===== config.mk =====
export PLATFORM = sky130hd
export DESIGN_NAME = scheduled_relay_controller
export DESIGN_NICKNAME = d
export VERILOG_FILES = /design/src/rtl/core/srctl_pkg.sv /design/src/rtl/core/scheduled_relay_controller.sv
export VERILOG_INCLUDE_DIRS = /design/src /design/src/rtl/core
export SDC_FILE = /design/constraint.sdc
export NUM_CORES = 1
export LEC_CHECK = 0
export ABC_CLOCK_PERIOD_IN_PS = 13600
export BUFFER_PORTS_ARGS = -buffer_cell sky130_fd_sc_hd__buf_2
export CAP_MARGIN = 20
export CORE_MARGIN = 1.5
export CORE_UTILIZATION = 23
export DETAILED_ROUTE_END_ITERATION = 8
export HOLD_SLACK_MARGIN = 0.06
export SLEW_MARGIN = 20
export SYNTH_ARGS = -nofsm -noshare
export SYNTH_HDL_FRONTEND = slang
export SYNTH_SLANG_ARGS = --single-unit

===== constraint.sdc =====
create_clock -name clk -period 13.6 [get_ports clk]
set_input_delay 0.68 -clock clk [delete_from_list [all_inputs] [get_ports clk]]
set_output_delay 0.68 -clock clk [all_outputs]
set_load 0.02 [all_outputs]

===== src/rtl/core/scheduled_relay_controller_defines.svh =====
// assertion macros shared by the scheduled relay controller rtl
`ifndef SCHEDULED_RELAY_CONTROLLER_DEFINES_SVH
`define SCHEDULED_RELAY_CONTROLLER_DEFINES_SVH

// condition holds in the same cycle as the trigger
`define SRCTL_ASSERT_SAME(label, trig, cond) \
  label: assert property (@(posedge clk) disable iff (!rst_n) (trig) |-> (cond)) \
    else $error("srctl: same-cycle check failed");

// condition holds in the cycle after the trigger
`define SRCTL_ASSERT_NEXT(label, trig, cond) \
  label: assert property (@(posedge clk) disable iff (!rst_n) (trig) |=> (cond)) \
    else $error("srctl: next-cycle check failed");

`endif


===== src/rtl/core/srctl_pkg.sv =====
// package: codes, widths and sequencer states of the scheduled relay controller
`default_nettype none
package srctl_pkg;

  // field widths
  localparam int unsigned TimeW = 17;
  localparam int unsigned ModeW = 3;

  // length of one day in seconds
  localparam logic [TimeW:0] SECONDS_PER_DAY = (TimeW + 1)'(86400);

  // operating modes
  localparam logic [ModeW-1:0] MODE_NONE   = 3'd0;
  localparam logic [ModeW-1:0] MODE_COND   = 3'd1;
  localparam logic [ModeW-1:0] MODE_LOOP   = 3'd2;
  localparam logic [ModeW-1:0] MODE_WINDOW = 3'd3;
  localparam logic [ModeW-1:0] MODE_MANUAL = 3'd4;

  // relay commands
  localparam logic [1:0] CMD_OFF  = 2'd0;
  localparam logic [1:0] CMD_ON   = 2'd1;
  localparam logic [1:0] CMD_HOLD = 2'd2;

  // fault codes
  localparam logic [1:0] FAULT_NONE     = 2'd0;
  localparam logic [1:0] FAULT_OVERTIME = 2'd1;
  localparam logic [1:0] FAULT_COND     = 2'd2;

  // configuration register indexes
  localparam logic [2:0] REG_MODE          = 3'd0;
  localparam logic [2:0] REG_WINDOW_START  = 3'd1;
  localparam logic [2:0] REG_WINDOW_LENGTH = 3'd2;
  localparam logic [2:0] REG_LOOP_ON       = 3'd3;
  localparam logic [2:0] REG_LOOP_OFF      = 3'd4;
  localparam logic [2:0] REG_MAX_ON        = 3'd5;
  localparam logic [2:0] REG_MIN_ON        = 3'd6;
  localparam logic [2:0] REG_FAULT_HOLD    = 3'd7;

  // sequencer states
  typedef enum logic [2:0] {
    S_IDLE,
    S_WIN,
    S_CHK,
    S_COND,
    S_LOOP_LD,
    S_DIV,
    S_LOOP_END,
    S_DONE
  } state_t;

endpackage
`default_nettype wire


===== src/rtl/core/scheduled_relay_controller.sv =====
// scheduled relay controller: window check, condition timers, bit-serial loop modulo
//
//   channel | direction | handshake          | payload
//   --------+-----------+--------------------+------------------------------------
//   in_     | input     | in_valid/in_stall  | now, on/off/fault cond, manual, ...
//   out_    | output    | out_valid/out_stall| command, fault_code
//   cfg_    | input     | cfg_valid/cfg_ready| cfg_index, cfg_data
//
// a tick runs from accept through the window and check states to done; condition mode adds
// the condition state, loop mode the load, divide and end states, where the remainder
// is built one dividend bit per cycle. a new beat is taken only in idle; the result
// register lets the next beat in while a result still waits under out_stall.
// rst_n is synchronous; cfg_ready is always high.
`default_nettype none
`include "scheduled_relay_controller_defines.svh"
module scheduled_relay_controller (
  input  wire logic                       clk,
  input  wire logic                       rst_n,
  // input channel
  input  wire logic                       in_valid,
  output logic                            in_stall,
  input  wire logic [srctl_pkg::TimeW-1:0] in_now,
  input  wire logic                       in_on_cond,
  input  wire logic                       in_off_cond,
  input  wire logic                       in_fault_cond,
  input  wire logic                       in_manual_on,
  input  wire logic                       in_force_reset,
  input  wire logic                       in_ignore_max,
  // result channel
  output logic                            out_valid,
  input  wire logic                       out_stall,
  output logic [1:0]                      out_command,
  output logic [1:0]                      out_fault_code,
  // configuration channel
  input  wire logic                       cfg_valid,
  output logic                            cfg_ready,
  input  wire logic [2:0]                 cfg_index,
  input  wire logic [srctl_pkg::TimeW-1:0] cfg_data
);

  localparam int unsigned TW = srctl_pkg::TimeW;
  localparam int unsigned CntW = $clog2(TW + 1);

  srctl_pkg::state_t state_r, state_nxt;

  // configuration registers
  logic [srctl_pkg::ModeW-1:0] mode_r, mode_nxt;
  logic [TW-1:0] win_start_r, win_start_nxt;
  logic [TW-1:0] win_len_r, win_len_nxt;
  logic [TW-1:0] loop_on_r, loop_on_nxt;
  logic [TW-1:0] loop_off_r, loop_off_nxt;
  logic [TW-1:0] max_on_r, max_on_nxt;
  logic [TW-1:0] min_on_r, min_on_nxt;
  logic [TW-1:0] hold_r, hold_nxt;

  // controller state
  logic [srctl_pkg::ModeW-1:0] last_mode_r, last_mode_nxt;
  logic          relay_on_r, relay_on_nxt;
  logic [TW-1:0] on_since_r, on_since_nxt;
  logic          latched_r, latched_nxt;
  logic [TW-1:0] fault_since_r, fault_since_nxt;
  logic [1:0]    reason_r, reason_nxt;

  // captured beat
  logic [TW-1:0] now_r, now_nxt;
  logic on_c_r, on_c_nxt, off_c_r, off_c_nxt, fault_c_r, fault_c_nxt;
  logic manual_r, manual_nxt, force_r, force_nxt, ign_max_r, ign_max_nxt;

  // work registers
  logic [TW:0]   end_r, end_nxt;
  logic [1:0]    cmd_r, cmd_nxt;
  logic [TW-1:0] div_r, div_nxt;
  logic [TW:0]   rem_r, rem_nxt;
  logic [CntW-1:0] cnt_r, cnt_nxt;

  // result register
  logic       out_valid_r, out_valid_nxt;
  logic [1:0] out_cmd_r, out_cmd_nxt;
  logic [1:0] out_fc_r, out_fc_nxt;

  // shared arithmetic
  logic [TW:0]   now18, start18, stop18, period;
  logic          wrap;
  logic [TW:0]   d_on, d_fault, ad;
  logic [TW+1:0] shifted, trial;

  assign now18   = {1'b0, now_r};
  assign start18 = {1'b0, win_start_r};
  assign wrap    = end_r > srctl_pkg::SECONDS_PER_DAY;
  assign stop18  = end_r - srctl_pkg::SECONDS_PER_DAY;
  assign period  = {1'b0, loop_on_r} + {1'b0, loop_off_r};
  assign d_on    = now18 - {1'b0, on_since_r};
  assign d_fault = now18 - {1'b0, fault_since_r};
  assign ad      = d_on[TW] ? (~d_on + (TW + 1)'(1)) : d_on;
  assign shifted = {rem_r, div_r[TW-1]};
  assign trial   = shifted - {1'b0, period};

  assign in_stall       = (state_r != srctl_pkg::S_IDLE);
  assign out_valid      = out_valid_r;
  assign out_command    = out_cmd_r;
  assign out_fault_code = out_fc_r;
  assign cfg_ready      = 1'b1;

  // sequencer, configuration writes and result register
  always_comb begin
    state_nxt       = state_r;
    mode_nxt        = mode_r;
    win_start_nxt   = win_start_r;
    win_len_nxt     = win_len_r;
    loop_on_nxt     = loop_on_r;
    loop_off_nxt    = loop_off_r;
    max_on_nxt      = max_on_r;
    min_on_nxt      = min_on_r;
    hold_nxt        = hold_r;
    last_mode_nxt   = last_mode_r;
    relay_on_nxt    = relay_on_r;
    on_since_nxt    = on_since_r;
    latched_nxt     = latched_r;
    fault_since_nxt = fault_since_r;
    reason_nxt      = reason_r;
    now_nxt         = now_r;
    on_c_nxt        = on_c_r;
    off_c_nxt       = off_c_r;
    fault_c_nxt     = fault_c_r;
    manual_nxt      = manual_r;
    force_nxt       = force_r;
    ign_max_nxt     = ign_max_r;
    end_nxt         = end_r;
    cmd_nxt         = cmd_r;
    div_nxt         = div_r;
    rem_nxt         = rem_r;
    cnt_nxt         = cnt_r;
    out_valid_nxt   = out_valid_r;
    out_cmd_nxt     = out_cmd_r;
    out_fc_nxt      = out_fc_r;

    // configuration write
    if (cfg_valid) begin
      unique case (cfg_index)
        srctl_pkg::REG_MODE:          mode_nxt      = cfg_data[srctl_pkg::ModeW-1:0];
        srctl_pkg::REG_WINDOW_START:  win_start_nxt = cfg_data;
        srctl_pkg::REG_WINDOW_LENGTH: win_len_nxt   = cfg_data;
        srctl_pkg::REG_LOOP_ON:       loop_on_nxt   = cfg_data;
        srctl_pkg::REG_LOOP_OFF:      loop_off_nxt  = cfg_data;
        srctl_pkg::REG_MAX_ON:        max_on_nxt    = cfg_data;
        srctl_pkg::REG_MIN_ON:        min_on_nxt    = cfg_data;
        srctl_pkg::REG_FAULT_HOLD:    hold_nxt      = cfg_data;
        default: ;
      endcase
    end

    // result beat taken downstream
    if (out_valid_r && !out_stall) begin
      out_valid_nxt = 1'b0;
    end

    unique case (state_r)
      srctl_pkg::S_IDLE: begin
        if (in_valid) begin
          now_nxt     = in_now;
          on_c_nxt    = in_on_cond;
          off_c_nxt   = in_off_cond;
          fault_c_nxt = in_fault_cond;
          manual_nxt  = in_manual_on;
          force_nxt   = in_force_reset;
          ign_max_nxt = in_ignore_max;
          state_nxt   = srctl_pkg::S_WIN;
        end
      end

      // window end, may pass midnight
      srctl_pkg::S_WIN: begin
        end_nxt   = {1'b0, win_start_r} + {1'b0, win_len_r};
        state_nxt = srctl_pkg::S_CHK;
      end

      // manual level, window test, timer clear on mode change, forced reset or outside a non-wrapping window
      srctl_pkg::S_CHK: begin
        state_nxt = srctl_pkg::S_DONE;
        if (mode_r == srctl_pkg::MODE_MANUAL) begin
          cmd_nxt = manual_r ? srctl_pkg::CMD_ON : srctl_pkg::CMD_OFF;
        end else if (wrap && !(now18 < stop18 || now18 > start18)) begin
          cmd_nxt = srctl_pkg::CMD_OFF;
        end else if (!wrap && (now18 < start18 || now18 > end_r)) begin
          latched_nxt     = 1'b0;
          fault_since_nxt = now_r;
          relay_on_nxt    = 1'b1;
          on_since_nxt    = now_r;
          cmd_nxt         = srctl_pkg::CMD_OFF;
        end else begin
          if (mode_r != last_mode_r || force_r) begin
            last_mode_nxt = mode_r;
            if (mode_r == srctl_pkg::MODE_COND) begin
              reason_nxt = srctl_pkg::FAULT_NONE;
            end
            latched_nxt     = 1'b0;
            fault_since_nxt = now_r;
            relay_on_nxt    = 1'b0;
            on_since_nxt    = now_r;
          end
          unique case (mode_r)
            srctl_pkg::MODE_NONE:   cmd_nxt = srctl_pkg::CMD_OFF;
            srctl_pkg::MODE_COND:   state_nxt = srctl_pkg::S_COND;
            srctl_pkg::MODE_LOOP:   state_nxt = srctl_pkg::S_LOOP_LD;
            srctl_pkg::MODE_WINDOW: cmd_nxt = srctl_pkg::CMD_ON;
            default:                cmd_nxt = srctl_pkg::CMD_HOLD;
          endcase
        end
      end

      // condition mode: fault latch, min and max on time
      srctl_pkg::S_COND: begin
        state_nxt = srctl_pkg::S_DONE;
        cmd_nxt   = srctl_pkg::CMD_HOLD;
        if (latched_r) begin
          if ($signed(d_fault) > $signed({1'b0, hold_r})) begin
            latched_nxt = 1'b0;
            reason_nxt  = srctl_pkg::FAULT_NONE;
          end
        end else if (fault_c_r) begin
          reason_nxt      = srctl_pkg::FAULT_COND;
          fault_since_nxt = now_r;
          latched_nxt     = 1'b1;
          relay_on_nxt    = 1'b0;
          cmd_nxt         = srctl_pkg::CMD_OFF;
        end else if (relay_on_r) begin
          if ($signed(d_on) > $signed({1'b0, max_on_r}) && !ign_max_r) begin
            reason_nxt      = srctl_pkg::FAULT_OVERTIME;
            fault_since_nxt = now_r;
            latched_nxt     = 1'b1;
            relay_on_nxt    = 1'b0;
            cmd_nxt         = srctl_pkg::CMD_OFF;
          end else if (off_c_r && $signed(d_on) > $signed({1'b0, min_on_r})) begin
            relay_on_nxt = 1'b0;
            cmd_nxt      = srctl_pkg::CMD_OFF;
          end
        end else if (on_c_r) begin
          relay_on_nxt = 1'b1;
          on_since_nxt = now_r;
          cmd_nxt      = srctl_pkg::CMD_ON;
        end
      end

      // loop mode: load magnitude of elapsed time into the dividend shifter
      srctl_pkg::S_LOOP_LD: begin
        div_nxt   = ad[TW-1:0];
        rem_nxt   = '0;
        cnt_nxt   = CntW'(TW);
        state_nxt = srctl_pkg::S_DIV;
      end

      // restoring remainder, one dividend bit per cycle; a zero period keeps it at zero
      srctl_pkg::S_DIV: begin
        if (period == '0) begin
          rem_nxt = '0;
        end else if (!trial[TW+1]) begin
          rem_nxt = trial[TW:0];
        end else begin
          rem_nxt = shifted[TW:0];
        end
        div_nxt = {div_r[TW-2:0], 1'b0};
        cnt_nxt = cnt_r - CntW'(1);
        if (cnt_r == CntW'(1)) begin
          state_nxt = srctl_pkg::S_LOOP_END;
        end
      end

      // on part of the period
      srctl_pkg::S_LOOP_END: begin
        cmd_nxt   = (rem_r <= {1'b0, loop_on_r}) ? srctl_pkg::CMD_ON : srctl_pkg::CMD_OFF;
        state_nxt = srctl_pkg::S_DONE;
      end

      // hand the result to the output register once it is free
      srctl_pkg::S_DONE: begin
        if (!out_valid_r || !out_stall) begin
          out_valid_nxt = 1'b1;
          out_cmd_nxt   = cmd_r;
          out_fc_nxt    = reason_r;
          state_nxt     = srctl_pkg::S_IDLE;
        end
      end

      default: state_nxt = srctl_pkg::S_IDLE;
    endcase
  end

  // control and state registers
  always_ff @(posedge clk) begin
    if (!rst_n) begin
      state_r       <= srctl_pkg::S_IDLE;
      out_valid_r   <= 1'b0;
      mode_r        <= srctl_pkg::MODE_NONE;
      win_start_r   <= '0;
      win_len_r     <= '0;
      loop_on_r     <= '0;
      loop_off_r    <= TW'(1);
      max_on_r      <= '0;
      min_on_r      <= '0;
      hold_r        <= '0;
      last_mode_r   <= srctl_pkg::MODE_NONE;
      relay_on_r    <= 1'b0;
      on_since_r    <= '0;
      latched_r     <= 1'b0;
      fault_since_r <= '0;
      reason_r      <= srctl_pkg::FAULT_NONE;
    end else begin
      state_r       <= state_nxt;
      out_valid_r   <= out_valid_nxt;
      mode_r        <= mode_nxt;
      win_start_r   <= win_start_nxt;
      win_len_r     <= win_len_nxt;
      loop_on_r     <= loop_on_nxt;
      loop_off_r    <= loop_off_nxt;
      max_on_r      <= max_on_nxt;
      min_on_r      <= min_on_nxt;
      hold_r        <= hold_nxt;
      last_mode_r   <= last_mode_nxt;
      relay_on_r    <= relay_on_nxt;
      on_since_r    <= on_since_nxt;
      latched_r     <= latched_nxt;
      fault_since_r <= fault_since_nxt;
      reason_r      <= reason_nxt;
    end
  end

  // payload registers
  always_ff @(posedge clk) begin
    now_r     <= now_nxt;
    on_c_r    <= on_c_nxt;
    off_c_r   <= off_c_nxt;
    fault_c_r <= fault_c_nxt;
    manual_r  <= manual_nxt;
    force_r   <= force_nxt;
    ign_max_r <= ign_max_nxt;
    end_r     <= end_nxt;
    cmd_r     <= cmd_nxt;
    div_r     <= div_nxt;
    rem_r     <= rem_nxt;
    cnt_r     <= cnt_nxt;
    out_cmd_r <= out_cmd_nxt;
    out_fc_r  <= out_fc_nxt;
  end

  // checks
  `SRCTL_ASSERT_NEXT(a_accept_leaves_idle, in_valid && !in_stall, state_r != srctl_pkg::S_IDLE)
  `SRCTL_ASSERT_SAME(a_latch_relay_off, latched_r, !relay_on_r)
  `SRCTL_ASSERT_SAME(a_rem_reduced, state_r == srctl_pkg::S_LOOP_END, rem_r < period || rem_r == '0)
  `SRCTL_ASSERT_SAME(a_div_count_live, state_r == srctl_pkg::S_DIV, cnt_r != '0)

endmodule
`default_nettype wire

==> flow_summary.json, run 1 <==
{
  "clock-sinks": 254,
  "synth_compound_area_share_pct": 19.6,
  "tightestPinTransition_ps": 969,
  "ys.flop_type": "dfxtp_1",
  "ios": 55,
  "use_met1_pct": 18.6,
  "track_usage_pct": 12.4,
  "die_h_um": 277,
  "synth-async-reset-ratio_pct": 0,
  "fin_crit_sh_pct": 36.5,
  "port_buffers": 53,
  "min_period_ps": 4960,
  "clock_skew_ps": 20.8,
  "clk_latency_ps": 580,
  "num_vias": 14000,
  "rows": 100,
  "ant_nets": 0,
  "final_cell_area_um2": 19600,
  "coreArea_um2": 74400,
  "synthSimpleGateAreaFrac_pct": 17.5,
  "setup_viol": 0,
  "syn_area_um2": 17300,
  "ys_types": 84,
  "cp.arrival_ps": 5470,
  "drt_iter0_markers": 983,
  "largestRegisters": "end_r: 18 flops, rem_r: 18 flops",
  "clock_path_buffers": 3,
  "ys_ff_latch": 254,
  "synthMuxAreaShare_pct": 3.53,
  "yosysWarnings": 0,
  "fin_nets": 2281,
  "syn_inst": 1991,
  "grt_first_pass_wirelength_um": 75800,
  "synth_edf_count": 87,
  "dpl.hpwl_um": 36700,
  "synthesis.nets": 2246,
  "dr.pass1.iters": 7,
  "syn_avg_cell_area_um2": 8.68,
  "crit_fanout": 17,
  "grt_pass1_vias": 13000,
  "regArea_um2": 5960,
  "ir_worst_vdd_mv": 0.0982,
  "worstSetupStartpointType": "register",
  "ff2ff_setup_slack_ps": 8640,
  "ys_seq_area_share_pct": 34.5,
  "nFillCells": 7995,
  "drc": 0,
  "synth_xor_area_share_pct": 4.26,
  "grt_setup_unrepaired": "no",
  "cts_setup_buffers": 0,
  "setup_tns_ps": 0,
  "cts-root-buf": "clkbuf_16",
  "grt_max_degree": 108,
  "wl_per_cell_um": 16.1,
  "cp.required_ps": 14110,
  "vias_per_cell": 4.65,
  "cap_violations": 0,
  "cts_tree": "built",
  "hold_violations": 0,
  "clkTransAtPathRegs_ps": 60,
  "drive_gt1_share_pct": 7.33,
  "grt_use_met3_pct": 1.77,
  "slew_viol_final": 0,
  "place.gp.congestion": 0.864,
  "place_area_um2": 18600,
  "top_usage_layer": "met2",
  "ctsResizeCount": 0,
  "worstHoldPathType": "input port to register",
  "slew_headroom_pct": 34.9,
  "grt_overflow": 0,
  "multi_input_area_um2": 10500,
  "cts_buffers": 31,
  "p_per_area_nw_per_um2": 114,
  "wl_um": 48600,
  "antenna_found_initial": 10,
  "outcome": "complete, no violations",
  "cts_hold_buf": 0,
  "criticalPathCategory": "register to register",
  "synthToLayoutAreaGrowth_pct": 13.5,
  "start_util_pct": 23.2,
  "worstSetupEndpointType": "register",
  "fmax_ghz": 0.201,
  "design.die.area_um2": 76800,
  "leakagePower_nw": 7.35,
  "gr-usage-met2_pct": 18.8,
  "die_w_um": 277,
  "synth_top_family_by_area": "compound AO/OA/AOI/OAI gates",
  "synth_adder_area_share_pct": 15.2,
  "cts-htree-levels": 1
}
[final cells by class]
type,count,share of cell area (%)
multi-input cells,1498,53.3
flip-flops and latches,254,30.4
well taps,969,6.18
clock buffers,42,4.58
inverters,176,3.37
repair buffers,65,1.82
clock inverters,11,0.414
diodes,2,0.0255
[Yosys cell counts (all sizes together) (6+ instances only)]
| cell type | instances | area share [%] |
|---|---|---|
| o31ai | 9 | 0.42 |
| inv | 176 | 3.8 |
| a31oi | 19 | 0.86 |
| xnor2 | 56 | 2.8 |
| nand2b | 18 | 0.65 |
| a221o | 6 | 0.35 |
| nand4 | 20 | 0.72 |
| and2 | 11 | 0.41 |
| a211oi | 13 | 0.56 |
| nor2b | 50 | 1.8 |
| edfxtp | 87 | 15 |
| xor2 | 28 | 1.4 |
| a2111oi | 7 | 0.36 |
| buf | 12 | 0.49 |
| clkbuf | 51 | 1.1 |
| or3 | 12 | 0.43 |
| a221oi | 6 | 0.34 |
| nand3 | 26 | 0.75 |
| nor2 | 100 | 2.2 |
| o21a | 26 | 1.1 |
| a21boi | 126 | 5.5 |
| or2 | 9 | 0.33 |
| ha | 202 | 15 |
| and3 | 10 | 0.36 |
| a21oi | 75 | 2.2 |
| mux2i | 55 | 3.2 |
| a211o | 6 | 0.30 |
| o211ai | 17 | 0.77 |
| a21o | 50 | 2.2 |
| nor3 | 31 | 0.90 |
| dfxtp | 167 | 19 |
| o21ai | 75 | 2.2 |
| nand2 | 348 | 7.6 |
[critical path, cell delays in order, from the launching register on]
cell	delay [ps]
edfxtp_1	360
inv_1	90
ha_1	220
fa_1	410
nor2b_1	170
o31a_1	210
o211ai_1	130
a21boi_1	420
o21ai_0	210
and2_1	250
ha_1	320
nand4_1	130
nor3_1	330
a21oi_1	110
nor4_1	410
a31oi_4	210
a221oi_4	310
buf_4	340
mux2i_1	230
[cell families (layout without fill, tap and decap cells)]
group / Yosys count / in the layout
AO/OA/AOI/OAI: 482 / 482
XOR/XNOR: 84 / 84
adder cells (fa/ha/maj): 207 / 207
buffers and inverters: 239 / 294
flip-flops: 254 / 254
multiplexers: 60 / 60
other: 1 / 3
AND/OR/NAND/NOR: 664 / 664
[cell usage in the layout, fill, tap and decap left out, drive strengths merged, types with 11 or more instances in the layout]
cell,Yosys,layout
ha,202,202
xnor2,56,56
nand2b,18,18
o21a,26,26
nand3,26,26
and2,11,11
nand2,348,348
o211ai,17,17
inv,176,176
o21ai,75,75
or3,12,12
a31oi,19,19
dfxtp,167,167
a21oi,75,75
clkbuf,51,42
nand4,20,20
mux2i,55,55
buf,12,65
a21o,50,50
a21boi,126,126
edfxtp,87,87
xor2,28,28
nor2,100,100
nor2b,50,50
nor3,31,31
a211oi,13,13
[per-layer routing]
metal  wire length (µm)  part of all wire [%]
met1              24800                    51
met2              20400                    42
met3               2350                   4.8
met4               1070                   2.2
met5                 67                  0.14
[through the flow]
stage          total power, mW  setup WS, ps  hold slack [ps]  instances  util, %
6_report                  2.24          8640              281       3017     26.4
5_1_grt                   2.36          8140              265       3015     26.4
4_1_cts                   2.25          8670              258       3015     26.3
3_5_place_dp              1.43          8680              410       2962     25.0
3_3_place_gp              1.43          8830              406       2961     25.0
2_1_floorplan             1.27          9190              400       1991        -
[worst paths after layout]
path                                    startpoint                            end  cells past startpoint
worst max-delay path            now_r[0]$_DFFE_PP_  fault_since_r[3]$_SDFFE_PN0P_                     18
worst max register to register  now_r[0]$_DFFE_PP_  fault_since_r[3]$_SDFFE_PN0P_                     18
worst min-delay path                    in_now[14]            now_r[14]$_DFFE_PP_                      1
worst min register to register  cmd_r[1]$_DFFE_PP_       out_command[1]$_DFFE_PP_                      0
[power by group]
group | switching [mW] | internal, mW | leakage [nW]
clock | 0.336 | 0.476 | 0.490
combinational | 0.327 | 0.225 | 4.70
sequential | 0.0418 | 0.830 | 2.16
Note: power is estimated with default switching activity, not from simulation.
==> run 2: changes to the inputs <==
- ABC_AREA: unset -> 1
- ABC_CLOCK_PERIOD_IN_PS: 13600 -> 4400
- clock period: 13.6 -> 4.4 ns (I/O delays scaled with it)
==> run 2 against run 1 <==
- flip-flop and latch count stayed put
- via count is 7.8% higher
- count of clock-buffer cells in the layout is 5 higher
- cell count is 15% higher
- sequential power grew to 3.9 times the previous value
- combinational power grew to 14 times the previous value
- core utilization is 0.68 points higher
- wire length is 2.1% higher
- hold slack worse by 180 ps
- clock skew is 4.9 ps lower
- global-route usage is 0.23 points higher
- critical path type unchanged
- largest power group is now combinational logic
==> flow_summary.json, run 2 <==
{
  "slew_viol_final": 0,
  "synth_edf_count": 87,
  "drive_gt1_share_pct": 8.24,
  "cts_setup_buffers": 0,
  "clock_skew_ps": 15.9,
  "clock-sinks": 254,
  "clock_path_buffers": 3,
  "grt_pass1_vias": 14200,
  "worstSetupStartpointType": "register",
  "largestRegisters": "end_r: 18 flops, rem_r: 18 flops",
  "antennaDiodeCount": 0,
  "synth.most_common_cell": "nand2_1",
  "worstSetupEndpointType": "register",
  "drc": 0,
  "drt_iter0_markers": 909,
  "ys_seq_area_share_pct": 34.0,
  "tightestPinTransition_ps": 963,
  "grt_overflow": 0,
  "yosysWarnings": 0,
  "yosysTopAreaCellShare_pct": 19.1,
  "setup_viol": 0,
  "coreArea_um2": 75700,
  "netlist_top_cells_area": "dfxtp_1, edfxtp_1, ha_1",
  "fmax_ghz": 0.250,
  "num_vias": 15100,
  "power_mw": 13.8,
  "synth-async-reset-ratio_pct": 0,
  "wl_um": 49700,
  "syn_inst": 2362,
  "start_util_pct": 23.1,
  "min_period_ps": 4000,
  "die_w_um": 279,
  "ys.flop_type": "dfxtp_1",
  "slew_headroom_pct": 35.7,
  "ir_worst_vdd_mv": 0.297,
  "hold_violations": 0,
  "crit_fanout": 34,
  "syn_area_um2": 17500,
  "dr.pass1.iters": 7,
  "clkTransAtPathRegs_ps": 60,
  "antenna_found_initial": 3,
  "cts_tree": "built",
  "wl_per_cell_um": 14.3,
  "yosys.area.top_type": "dfxtp_1",
  "cts-htree-levels": 1,
  "ant_nets": 0,
  "cts-root-buf": "clkbuf_16",
  "synthToLayoutAreaGrowth_pct": 16.8,
  "cp.arrival_ps": 4480,
  "fin_crit_sh_pct": 91.0,
  "clk_latency_ps": 580,
  "ios": 55,
  "port_buffers": 53,
  "dpl.hpwl_um": 37800,
  "cap_violations": 0,
  "grt_setup_unrepaired": "no",
  "track_usage_pct": 12.6,
  "cts_buffers": 30,
  "synth_common_cells": "nand2_1, inv_1, nor2_1",
  "ys_ff_latch": 254,
  "die_h_um": 279,
  "grt_first_pass_wirelength_um": 78500,
  "grt_max_degree": 152,
  "final_cell_mix": "nand2_1, inv_1, nor2_1",
  "place.gp.congestion": 0.900,
  "rows": 101,
  "fin_nets": 2718,
  "criticalPathCategory": "register to register",
  "outcome": "complete, no violations",
  "ys_types": 60,
  "synthesis.nets": 2617,
  "setup_tns_ps": 0,
  "mostFrequentLayoutCell": "nand2_1",
  "p_per_area_nw_per_um2": 674,
  "design.die.area_um2": 77800,
  "leakagePower_nw": 9.03,
  "vias_per_cell": 4.36,
  "cp.required_ps": 4880,
  "syn_avg_cell_area_um2": 7.42,
  "worstHoldPathType": "input port to register"
}
[run 2: cell count changes in the layout (fill, tap and decap cells not counted), sizes merged, moves of 26 or more]
cell | before | now
a21boi | 126 | 4
a21oi | 75 | 217
o21ai | 75 | 198
nor2b | 50 | 0
nor2 | 100 | 308
nand3 | 26 | 84
mux2i | 55 | 0
nand2 | 348 | 464
inv | 176 | 357
dlygate4sd3 | 0 | 40
a21o | 50 | 8
xor2 | 28 | 54
[run 2: layout make-up]
class | count | area (µm²)
Multi-Input combinational cell | 1696 | 9980
Inverter | 358 | 1340
Timing Repair Buffer | 123 | 931
Tap cell | 978 | 1220
Clock inverter | 9 | 96.3
Sequential cell | 254 | 5960
Clock buffer | 47 | 931
Fill cell | 8189 | 55200
[run 2: critical path, stage by stage, from the launching register on]
cell and delay [ps]:
edfxtp_1 320, inv_1 50, buf_4 160, ha_1 210, fa_1 450, nor3_1 260, nor2_1 80, xor2_1 420
inv_1 150, ha_1 300, nand2_1 70, nor2_1 130, nand3_1 100, nand4_1 100, nand2_1 50, nand2_1 50
nand2_1 40, nand2_1 50, nand2_1 40, nand2_1 60, nand3_2 100, nand2_2 110, nand2_4 70, nor2_8 110
buf_12 200, nand2_1 70, nand2_1 80, nor2_1 50
[run 2: cell families after synthesis]
logic type	Yosys count	synth area share (%)
buf+inv	412	9.17
flops	254	34.0
fa+ha+maj	207	15.0
simple gates	927	22.7
other cells	1	0.0214
compound gates	476	14.7
xor+xnor	85	4.38
[run 2: worst paths after layout]
kind	cells past startpoint	startpoint	slack (ps)	to
min	3	cfg_data[8]	100	win_len_r[8]$_SDFFE_PN0P_
min reg2reg	0	cmd_r[1]$_DFFE_PP_	420	out_command[1]$_DFFE_PP_
max	27	now_r[0]$_DFFE_PP_	400	fault_since_r[8]$_SDFFE_PN0P_
max reg2reg	27	now_r[0]$_DFFE_PP_	400	fault_since_r[8]$_SDFFE_PN0P_
[run 2: stage by stage]
step | hold WS [ps] | cell area, µm² | cells | setup slack (ps) | util [%]
final | 98.2 | 20500 | 3465 | 396 | 27.0
after CTS | 63.5 | 20500 | 3465 | 318 | 27.0
after global placement | 401 | 19000 | 3369 | 463 | 25.1
after detailed placement | 400 | 19000 | 3369 | 345 | 25.1
after floorplan | 319 | 17500 | 2362 | 784 | -
after global routing | 109 | 20500 | 3465 | 18.7 | 27.0
[run 2: power by group]
| group | total (mW) | internal (mW) | switching (mW) |
|---|---|---|---|
| Clock | 2.61 | 1.56 | 1.05 |
| Sequential | 3.43 | 3.09 | 0.339 |
| Combinational | 7.75 | 2.90 | 4.85 |
| Total | 13.8 | 7.55 | 6.23 |
[run 2: routing by layer]
layer | global-route usage, % | part of all wire, %
met3 | 1.67 | 4.3
met5 | 0 | 0.046
met2 | 20.6 | 45
met1 | 17.5 | 48
met4 | 3.12 | 2.4
[run 2: timing repair]
item | in CTS | in global routing
resized for setup | 0 | 3
endpoints found under the setup margin | 0 | 18
endpoints found under the hold margin | 69 | 0
hold buffers | 40 | 0
